File: src/rtl/lesf_pkg.sv
// shared constants and types for the largest empty square finder
package lesf_pkg;

    // default sizes of the map
    localparam int MAX_COLS_DEF = 1024;
    localparam int MAX_ROWS_DEF = 65536;

    // widths of the configuration registers and the input character
    localparam int CFG_ROWS_W = 17;
    localparam int CFG_COLS_W = 11;
    localparam int CHAR_W     = 8;
    localparam int CFG_DATA_W = 17;
    localparam int CFG_IDX_W  = 2;

    // register reset values
    localparam logic [CFG_ROWS_W-1:0] NUM_ROWS_RST   = CFG_ROWS_W'(1);
    localparam logic [CFG_COLS_W-1:0] NUM_COLS_RST   = CFG_COLS_W'(1);
    localparam logic [CHAR_W-1:0]     EMPTY_CHAR_RST = CHAR_W'(46);

    // configuration register indexes
    typedef logic [CFG_IDX_W-1:0] t_cfg_idx;
    localparam t_cfg_idx CFG_NUM_ROWS   = 2'd0;
    localparam t_cfg_idx CFG_NUM_COLS   = 2'd1;
    localparam t_cfg_idx CFG_EMPTY_CHAR = 2'd2;

    // result queue depth
    localparam int OUTQ_DEPTH = 2;

endpackage

File: src/rtl/lesf_outq.sv
// two-entry result queue in front of the output channel
module lesf_outq #(
    parameter int WIDTH = 37
) (
    input  logic             i_clk,
    input  logic             i_rst_n,
    input  logic             i_push,
    input  logic [WIDTH-1:0] i_data,
    output logic             o_valid,
    output logic [WIDTH-1:0] o_data,
    input  logic             i_stall,
    output logic [1:0]       o_count
);

    logic [WIDTH-1:0] r_slot [lesf_pkg::OUTQ_DEPTH];
    logic             r_wr_ptr;
    logic             r_rd_ptr;
    logic [1:0]       r_cnt;
    logic [1:0]       n_cnt;
    logic             pop;

    assign o_valid = (r_cnt != 2'd0);
    assign o_data  = r_slot[r_rd_ptr];
    assign o_count = r_cnt;
    assign pop     = o_valid && !i_stall;

    always_comb begin
        n_cnt = r_cnt;
        if (i_push && !pop) begin
            n_cnt = r_cnt + 2'd1;
        end else if (!i_push && pop) begin
            n_cnt = r_cnt - 2'd1;
        end
    end

    always_ff @(posedge i_clk) begin
        if (!i_rst_n) begin
            r_wr_ptr <= 1'b0;
            r_rd_ptr <= 1'b0;
            r_cnt    <= 2'd0;
        end else begin
            r_cnt <= n_cnt;
            if (i_push) begin
                r_wr_ptr <= !r_wr_ptr;
            end
            if (pop) begin
                r_rd_ptr <= !r_rd_ptr;
            end
        end
    end

    always_ff @(posedge i_clk) begin
        if (i_push) begin
            r_slot[r_wr_ptr] <= i_data;
        end
    end

    // the producer reserves a slot before it sends a request that ends a map
    a_no_overflow: assert property (@(posedge i_clk) disable iff (!i_rst_n)
        i_push |-> (r_cnt < 2'd2))
        else $error("result queue overflow");

    a_cnt_range: assert property (@(posedge i_clk) disable iff (!i_rst_n)
        r_cnt <= 2'd2)
        else $error("result queue count out of range");

    a_pop_moves: assert property (@(posedge i_clk) disable iff (!i_rst_n)
        pop |=> (r_rd_ptr != $past(r_rd_ptr)))
        else $error("read pointer did not advance on pop");

endmodule

File: config.mk
export PLATFORM = sky130hd
export DESIGN_NAME = lesf_outq
export DESIGN_NICKNAME = d
export VERILOG_FILES = /design/src/rtl/lesf_pkg.sv /design/src/rtl/lesf_outq.sv
export SDC_FILE = /design/constraint.sdc
export NUM_CORES = 1
export LEC_CHECK = 0
export BUFFER_PORTS_ARGS = -buffer_cell sky130_fd_sc_hd__buf_2
export CAP_MARGIN = 30
export CORE_MARGIN = 4
export CORE_UTILIZATION = 50
export DETAILED_ROUTE_END_ITERATION = 6
export PLACE_DENSITY = 0.81
export SLEW_MARGIN = 40
export SYNTH_ARGS = -nofsm -noshare
export SYNTH_HDL_FRONTEND = slang
export SYNTH_SLANG_ARGS = --single-unit
File: constraint.sdc
create_clock -name i_clk -period 3.4 [get_ports i_clk]
set_clock_uncertainty 0.1 [all_clocks]
set_input_delay 0.68 -clock i_clk [delete_from_list [all_inputs] [get_ports i_clk]]
set_output_delay 0.68 -clock i_clk [all_outputs]
set_load 0.02 [all_outputs]
==> results.md, run 1 <==
* Ports at 81
* Design Area, Final at 3560 um2
* Reg2Reg Depth at 2
* Leak Pwr at about 0.0013 uW
* Post-Syn Nets at 178
* Synthesis Warnings at 0
* Ant. Diodes at 0
* Setup TNS at 0 ns
* CTS root buffer: clkbuf_8
* Worst-path clk slew at about 0.07 ns
* Worst flop-to-flop path endpoint: r_slot[0][36]
* Clk_lat worst skew at around 0.33 ns
* Fin Hold WS at about 0.43 ns
* Row count at 27
* Vias in the first global route at between 1,500 and 2,000
* Post_cts resized at 0
* H-tree depth at 3
* Final ANT Viol Nets at 0
* VDD IR-drop max at between 0.3 and 0.4 mV
* Slew @ Worst Pin at 0.693 ns
* R2R Setup Slk at roughly 1.7 ns
* First-pass GRT wire length at around 7500 um
* Register Area at around 2300 um2
* Fin crit period at 2.36 ns
* TritonRoute pass-1 iters at 4
* Reg2Reg Launch Point: r_wr_ptr
* Hold WC Path Type: reg -> reg
* Final setup vio count at 0
* RSZ-0062 raised after global routing: no
* PD cells at around 700 nW/um2
* Final Hold Viols at 0
* Yosys cell types at 16
* WL per Instance at 16.1 um
* Die Height at ~84 um
* Synth Register Bits at slightly below 80
* Cell count after synthesis at approximately 140
* Fill count at 400
* Placer Congestion at 0.651
* Overall Global Routing Usage at 14.2%
* Post-CTS Hold Fix Bufs at 0
* Initial Util at roughly 52%
* Final Total Pwr at approximately 2500 uW
* Worst-path maximum fanout at 37
* Final period utilization at around 70%
* Status: finished clean
* IO Port Bufs at 80
* Die area at about 7100 um2
* Layout cells sized above 1 at roughly three fifths
* Vias at 1,475
* Sequential share of the synthesized area at 80.2%
* Clk sinks at 79
* MaxCap Viol Count at 0
* Critical path endpoint: o_data[33]
* Global route overflow at 0
* Vias per std cell at around 5
* Clock Path Buffers at 2
* Crit Path Class: reg -> out
* Synthesis-to-finish area growth at 23.2%
* CP endpoint kind: primary output
* Core Box Area at around 5600 um2
* DR iter-0 viols at 74
* Number of CTS-inserted buffers at 9
* Post-DP HPWL at approximately 3300 um
* Max-slew violation count at 0
* Max-slew headroom at between 50% and 60%
* Critical Path AT at roughly 1.6 ns
* Placed Area at 3370 um2
* DRT Wirelength at roughly 4900 um
* DRC viols at 0
* Cell Area, Synth at about 2900 um2
* Fmax at ~0.42 GHz
* Pin count of the biggest net entering global routing at 38
* Nets at about 270
* Critical Path RT at around 2.6 ns
* Die W at 84.1 um
* CTS tree: done
* Worst Setup Start Kind: register
* Multi-input gate area at ~540 um2
* Initial antenna violation count at 0
* Post-CTS Setup Inserts at 0
* Post-Syn Area per Cell at between 20 and 25 um2
[worst min path at each step]
stage | startpoint | to | slack [ns] | cells after the start
after floorplan | r_rd_ptr | register | 0.45 | 2
after global placement | o_count[1] | o_count[1] | 0.39 | 2
after detailed placement | o_count[1] | o_count[1] | 0.41 | 2
after CTS | i_data[11] | r_slot[1][11] | 0.42 | 1
after global routing | i_data[9] | r_slot[1][9] | 0.40 | 1
final | o_count[1] | o_count[1] | 0.43 | 2
[synthesized netlist by cell type]
library cell | n | area share (%)
a21boi_1 | 1 | 0.26
and2_1 | 4 | 0.86
buf_2 | 1 | 0.17
buf_6 | 3 | 1.2
dfxtp_1 | 5 | 3.5
edfxtp_1 | 74 | 77
ha_1 | 1 | 0.43
mux2_2 | 37 | 14
nor2b_1 | 2 | 0.43
o21a_1 | 1 | 0.26
o21ai_0 | 1 | 0.17
o21bai_1 | 1 | 0.26
or2_2 | 1 | 0.22
or3_1 | 1 | 0.22
xnor2_1 | 2 | 0.61
xor2_1 | 1 | 0.30
[stage by stage]
stage                     instances  worst slack [ns]  util [%]
after floorplan                 136             0.491         -
after global placement          285              1.09      60.3
after detailed placement        285              1.18      60.4
after CTS                       301              1.00      64.0
after global routing            301             0.970      64.0
final                           301              1.04      64.0
[flip-flops by register name, summed over array words and instances (netlist names), named ones only]
name,cells
r_slot,74
r_rd_ptr,1
o_count,2
r_wr_ptr,1
[placed cells by master (no fill, tap or decap), drive strengths merged]
cell	Yosys	final
buf	4	81
edfxtp	74	74
mux2	37	37
clkbuf	0	10
dfxtp	5	5
and2	4	4
clkinv	0	3
xnor2	2	2
clkinvlp	0	2
nor2b	2	2
or2	1	1
o21bai	1	1
o21a	1	1
xor2	1	1
o21ai	1	1
or3	1	1
a21boi	1	1
ha	1	1
bufinv	0	1
[layout make-up]
type / count / area share (%)
multi-input cells: 53 / 15.2
repair buffers: 81 / 11.4
clock buffers: 10 / 3.86
flip-flops and latches: 79 / 65.3
clock inverters: 6 / 1.68
well taps: 72 / 2.53
[kinds of logic after synthesis]
group | Yosys count | synth area share (%)
AOI/OAI and AO/OA | 4 | 0.951
buffers and inverters | 4 | 1.34
xor gates and xnor gates | 3 | 0.908
muxes | 37 | 14.4
adders and majority gates | 1 | 0.432
DFF | 79 | 80.2
and+or+nand+nor | 8 | 1.73
[critical path, stage by stage, from the launching register on]
cell	delay, ns
dfxtp_4	0.67
mux2_2	0.40
buf_2	0.16
[routing by layer]
layer	track usage [%]	up-vias	wire length, um
met1	16.6	722	1940
met4	8.63	0	76
li1	-	703	-
met3	3.36	6	272
met5	0	-	0
met2	23.7	44	2570
[power by group]
group | switching, uW | total [uW] | internal (uW)
sequential | 98.2 | 1240 | 1140
clock | 313 | 668 | 355
combinational | 316 | 606 | 290
total | 728 | 2510 | 1780
(Power assumes the default switching activity.)
==> run 2: changes to the inputs <==
--- a/config.mk
+++ b/config.mk
@@ -5,12 +5,13 @@
 export SDC_FILE = /design/constraint.sdc
 export NUM_CORES = 1
 export LEC_CHECK = 0
+export ABC_AREA = 1
 export BUFFER_PORTS_ARGS = -buffer_cell sky130_fd_sc_hd__buf_2
 export CAP_MARGIN = 30
 export CORE_MARGIN = 4
 export CORE_UTILIZATION = 50
 export DETAILED_ROUTE_END_ITERATION = 6
-export PLACE_DENSITY = 0.81
+export PLACE_DENSITY = 0.8
 export SLEW_MARGIN = 40
 export SYNTH_ARGS = -nofsm -noshare
 export SYNTH_HDL_FRONTEND = slang
==> constraint.sdc (replaced) <==
create_clock -name i_clk -period 2.34 [get_ports i_clk]
set_clock_uncertainty 0.1 [all_clocks]
set_input_delay 0.468 -clock i_clk [delete_from_list [all_inputs] [get_ports i_clk]]
set_output_delay 0.468 -clock i_clk [all_outputs]
set_load 0.02 [all_outputs]
==> run 2 against run 1 <==
Net effect: sequential power grew 34%; global-route usage grew 0.12 points; design area grew 3.9%; die area grew 4.9%; register-to-register slack lost 0.96 ns; worst hold slack lost 0.21 ns; clock power grew 35%; highest routed layer unchanged.
==> results.md, run 2 <==
* Reg2Reg Launch Point: o_count[0]
* Initial antenna violation count at 0
* Post-CTS Setup Inserts at 0
* Design Area, Final at approximately 3700 um2
* Max-slew headroom at 77.2%
* Synthesis-to-finish area growth at 21.4%
* Worst flop-to-flop path endpoint: o_count[1]
* Placed Area at approximately 3500 um2
* Commonest non-fill, non-tap cell in the layout: buf_2
* Fin crit period at between 2 and 2.5 ns
* Final period utilization at between 80% and 90%
* Synth cell count leaders: edfxtp_1 (74), mux2_4 (30), nand2_1 (9)
* Die W at 86.1 um
* Cell count after synthesis at 150
* Met1 usage at roughly 16%
* Post-Syn Area per Cell at between 20 and 25 um2
* Critical Path RT at about 1.8 ns
* Hold Path Stages at 1
* Final ANT Viol Nets at 0
* Slew @ Worst Pin at 0.342 ns
* Die Height at around 86 um
* Critical Path AT at roughly 1.5 ns
* Top cells by area, synth: edfxtp_1 (73%), mux2_4 (15%), dfxtp_1 (3.3%), mux2_2 (2.6%), buf_12 (2.0%)
* Clock Path Buffers at 2
* Worst-path clk slew at ~0.070 ns
* RSZ-0062 raised after global routing: no
* Die area at 7420 um2
* Post_cts resized at 0
* Final setup vio count at 0
* Layout cells sized above 1 at ~56%
* Worst Setup Start Kind: register
* Hold WC Path Type: in -> reg
* Reg with most FFs: r_slot
* R2R Setup Slk at 0.75 ns
* Ant. Diodes at 0
* Clk_lat worst skew at around 0.33 ns
* H-tree depth at 3
* First-pass GRT wire length at 7730 um
* DRC viols at 0
* MaxCap Viol Count at 0
* Pin count of the biggest net entering global routing at 23
* WL per Instance at approximately 16 um
* Placer Congestion at 0.731
* Commonest cells after routing, fill and taps aside: buf_2 (80), edfxtp_1 (74), mux2_4 (30)
* Post-synth top area share at 72.8%
* Cell taking the most area after synthesis: edfxtp_1
* Nets at about 290
* Hold Startpoint: i_data[22]
* Yosys cell types at 14
* Met3 Use GR at between 3 and 4%
* Gr busiest metal: met2
* Reg2Reg Depth at 9
* Clk sinks at about 80
* DR iter-0 viols at 66
* Post-DP HPWL at 3720 um
* Row count at 28
* VDD IR-drop max at approximately 0.57 mV
* DRT Wirelength at about 5100 um
* Leak Pwr at about 0.0015 uW
* Initial Util at between 50% and 60%
* CP endpoint kind: primary output
* Most numerous cell in the Yosys netlist: edfxtp_1
* Post-Syn Nets at ~190
* Hold Path Sink: r_slot[1][22]
* IO Port Bufs at 80
* Cell Area, Synth at 3050 um2
* Vias at 1,535
* Sequential share of the synthesized area at 76.1%
* Overall Global Routing Usage at between 10% and 20%
* Core Box Area at between 5000 and 6000 um2
* Max-slew violation count at 0
* Vias per std cell at approximately 4.8
* Worst-path maximum fanout at 21
* Post-CTS Hold Fix Bufs at 0
* Final Hold Viols at 0
* Synth Register Bits at around 80
* PD cells at between 800 and 900 nW/um2
* Status: finished clean
* Setup TNS at 0 ns
* Max reg flops at 74
* Met2 usage at about a quarter
* Post-synth EDFFs at 74
* Vias in the first global route at 1,552
* CTS root buffer: clkbuf_8
* Crit Path Class: reg -> out
* Ports at 81
* Number of CTS-inserted buffers at 9
* Synthesis Warnings at 0
* Global route overflow at 0
* CTS tree: done
* Share of flip-flops with an asynchronous set or reset at 0%
* TritonRoute pass-1 iters at 4
* Fmax at ~0.48 GHz
* Post-synth top flop: edfxtp_1
==> run 2: changes by cell type after synthesis, moves of 4 or more <==
cell,delta
inv_1,+8
nand2_1,+9
and2_1,-4
mux2_2,-30
nor2_1,+7
mux2_4,+30
==> run 2: cell type report <==
type                            count  area, um2
Clock inverter                      6       52.6
Tap cell                           75       93.8
Inverter                            8       30.0
Timing Repair Buffer               86        445
Multi-Input combinational cell     59        636
Fill cell                         450       2220
Sequential cell                    79       2320
Clock buffer                        9        124
==> run 2: worst max path at each step <==
stage,startpoint,depth (start not counted),slack (ns),endpoint
finish,register,3,0.25,o_data[35]
CTS,register,3,0.21,o_data[29]
detailed placement,register,3,0.58,o_data[29]
global route,register,3,0.18,o_data[29]
floorplan,i_push,2,0.38,r_slot[0][0]
global placement,register,3,0.61,o_data[30]
==> run 2: kinds of logic after synthesis <==
group / share of synthesized area, %
adder cells (fa/ha/maj): 0.410
flip-flops: 76.1
buffers and inverters: 3.32
AO/OA/AOI/OAI: 0.492
AND/OR/NAND/NOR: 2.34
multiplexers: 17.3
==> run 2: power by group <==
group	switching [uW]	leakage [uW]	internal, uW
combinational	307	0.000682	246
sequential	25.2	0.000736	1640
clock	429	0.0000937	474
total	761	0.00151	2360
==> run 2: critical path, cell delays in order, from the launching register on <==
cell and delay [ns]:
dfxtp_2 0.32, buf_4 0.32, mux2_2 0.38, buf_2 0.16
==> run 2: through the flow <==
stage | power [uW] | setup slack [ns] | util, % | cells | hold slack (ns)
floorplan | 2110 | 0.375 | - | 150 | 0.367
global placement | 2240 | 0.610 | 59.6 | 307 | 0.384
detailed placement | 2260 | 0.579 | 59.6 | 307 | 0.398
CTS | 3160 | 0.208 | 62.6 | 322 | 0.203
global route | 3270 | 0.179 | 62.6 | 322 | 0.201
finish | 3120 | 0.249 | 62.6 | 322 | 0.222
==> run 2: per-layer routing <==
| metal | vias to the layer above | wire, um |
|---|---|---|
| met5 | - | 0 |
| met4 | 0 | 97 |
| met3 | 7 | 309 |
| met2 | 48 | 2760 |
| met1 | 729 | 1930 |
| li1 | 751 | - |
==> run 3: changes to the inputs <==
==> constraint.sdc (replaced) <==
create_clock -name i_clk -period 2.34 [get_ports i_clk]
set_clock_uncertainty 0.1 [all_clocks]
set_input_delay 0.351 -clock i_clk [delete_from_list [all_inputs] [get_ports i_clk]]
set_output_delay 0.351 -clock i_clk [all_outputs]
set_load 0.02 [all_outputs]
==> run 3 against run 2 <==
Net effect: non-clock buffer count shrank 3; wire length shrank 2.4%; sequential power is essentially flat; via count grew 0.85%; cell count shrank 0.62%; register-to-register slack lost 0.10 ns; power shrank 3.3%; global-route usage shrank 0.57 points; die area is the same; combinational power is essentially flat; flip-flop and latch count is the same; largest cell class unchanged; largest power group unchanged; highest routed layer unchanged.
==> results.md, run 3 (same netlist as run 2, synthesis figures left out) <==
* Status: finished clean
* Vias per std cell at approximately 4.8
* Slew @ Worst Pin at approximately 0.5 ns
* Commonest cells after routing, fill and taps aside: buf_2 (80), edfxtp_1 (74), mux2_4 (30)
* Clock Path Buffers at 2
* Fin Hold WS at ~0.11 ns
* Fill count at roughly 430
* Met3 Use GR at 2.98%
* Reg2Reg Depth at 8
* Met1 usage at approximately 15%
* Die Height at 86.1 um
* IO Port Bufs at 80
* Final Total Pwr at roughly 3000 uW
* Max-slew violation count at 0
* Setup TNS at 0 ns
* CTS root buffer: clkbuf_8
* Reg with most FFs: r_slot
* Max-slew headroom at between 60% and 70%
* CP delay by family, top: buffers and inverters
* Ports at between 80 and 90
* Inst Count DP at approximately 300
* Final ANT Viol Nets at 0
* CTS tree: done
* Overall Global Routing Usage at approximately 14%
* MaxCap Viol Count at 0
* PD cells at ~820 nW/um2
* Post-DP HPWL at 3500 um
* Worst-path clk slew at about 0.08 ns
* Gr busiest metal: met2
* Final setup vio count at 0
* Post_cts resized at 0
* Crit-path slowest cell: mux2_2
* Initial Util at approximately half
* Leak Pwr at 0.00149 uW
* DR iter-0 viols at 85
* RSZ-0062 raised after global routing: no
* Hold WC Path Type: in -> reg
* Placer Congestion at roughly 0.71
* Final std cells w/o fill at 320
* Vias in the first global route at between 1,500 and 2,000
* Critical Path RT at around 1.9 ns
* Die area at 7420 um2
* Placed Area at 3530 um2
* First-pass GRT wire length at between 7000 and 8000 um
* Crit Path Class: reg -> out
* DRC viols at 0
* Core Box Area at ~6000 um2
* VDD IR-drop max at about 0.42 mV
* Fmax at between 0.5 and 0.6 GHz
* Fin crit period at between 1.5 and 2 ns
* Post-CTS Setup Inserts at 0
* Ant. Diodes at 0
* DRT Wirelength at ~5000 um
* Row count at 28
* TritonRoute pass-1 iters at 4
* Layout cells sized above 1 at between 50 and 60%
* Max reg flops at between 70 and 80
* H-tree depth at 3
* WL per Instance at 15.5 um
* Met2 usage at between 20 and 25%
* Global route overflow at 0
* CP endpoint kind: primary output
* Number of CTS-inserted buffers at 9
* Hold Path Stages at 1
* Worst Setup Start Kind: register
* Vias at around 1,500
* WP buf/inv at 2
* Critical path cell sequence: buf_12 -> mux2_2 -> buf_2
* Worst-path maximum fanout at 37
* Final Hold Viols at 0
* Post-CTS Hold Fix Bufs at 0
* Final period utilization at between 80% and 90%
* Critical Path Stages at 3
* Clk sinks at a little under 80
* Nets at between 200 and 300
* Design Area, Final at ~3700 um2
* Critical Path AT at approximately 1.5 ns
* Clk_lat worst skew at between 0.3 and 0.4 ns
* Initial antenna violation count at 0
* Synthesis-to-finish area growth at 20.8%
* Pin count of the biggest net entering global routing at 38
* Die W at around 86 um
* Commonest non-fill, non-tap cell in the layout: buf_2
* Max incr delay on CP at 0.38 ns
run 3: cell count changes in the layout (fill, tap and decap cells not counted), sizes merged:
cell,previous run,this run
clkbuf,9,10
bufinv,1,0
buf,86,83
clkinv,5,6
run 3: path summary, 6_finish.rpt:
| path | start | endpoint | slack, ns |
|---|---|---|---|
| max reg2reg | o_count[0] | o_count[1] | 0.65 |
| min | i_data[2] | r_slot[1][2] | 0.11 |
| min reg2reg | r_rd_ptr | r_rd_ptr | 0.41 |
| max | register | o_data[29] | 0.41 |
run 3: where the power goes:
part / switching (uW) / internal, uW / total, uW
clock network: 425 / 371 / 796
logic: 306 / 250 / 556
registers: 27.3 / 1640 / 1660
run 3: worst register-to-register path, delay by kind of cell (launching register included):
kind            cells  cell delay, ns
compound gates      1            0.30
fa+ha+maj           1            0.31
flops               1            0.37
buf+inv             3            0.27
simple gates        3            0.24
run 3: area by class of cell:
cell class	count	area [um2]	area share (%)
flip-flops and latches	79	2320	63.0
multi-input cells	59	636	17.2
repair buffers	83	448	12.2
clock buffers	10	128	3.46
well taps	75	93.8	2.55
inverters	8	30.0	0.815
clock inverters	6	27.5	0.747
run 3: through the flow:
step / worst slack (ns) / util (%)
6_report: 0.411 / 62.3
5_1_grt: 0.344 / 62.3
3_3_place_gp: 0.777 / 59.6
4_1_cts: 0.387 / 62.3
2_1_floorplan: 0.492 / -
3_5_place_dp: 0.709 / 59.6
run 3: layer usage:
metal / vias up / wire [um]
met3: 10 / 301
met5: - / 0
met1: 744 / 1840
li1: 745 / -
met2: 49 / 2720
met4: 0 / 110
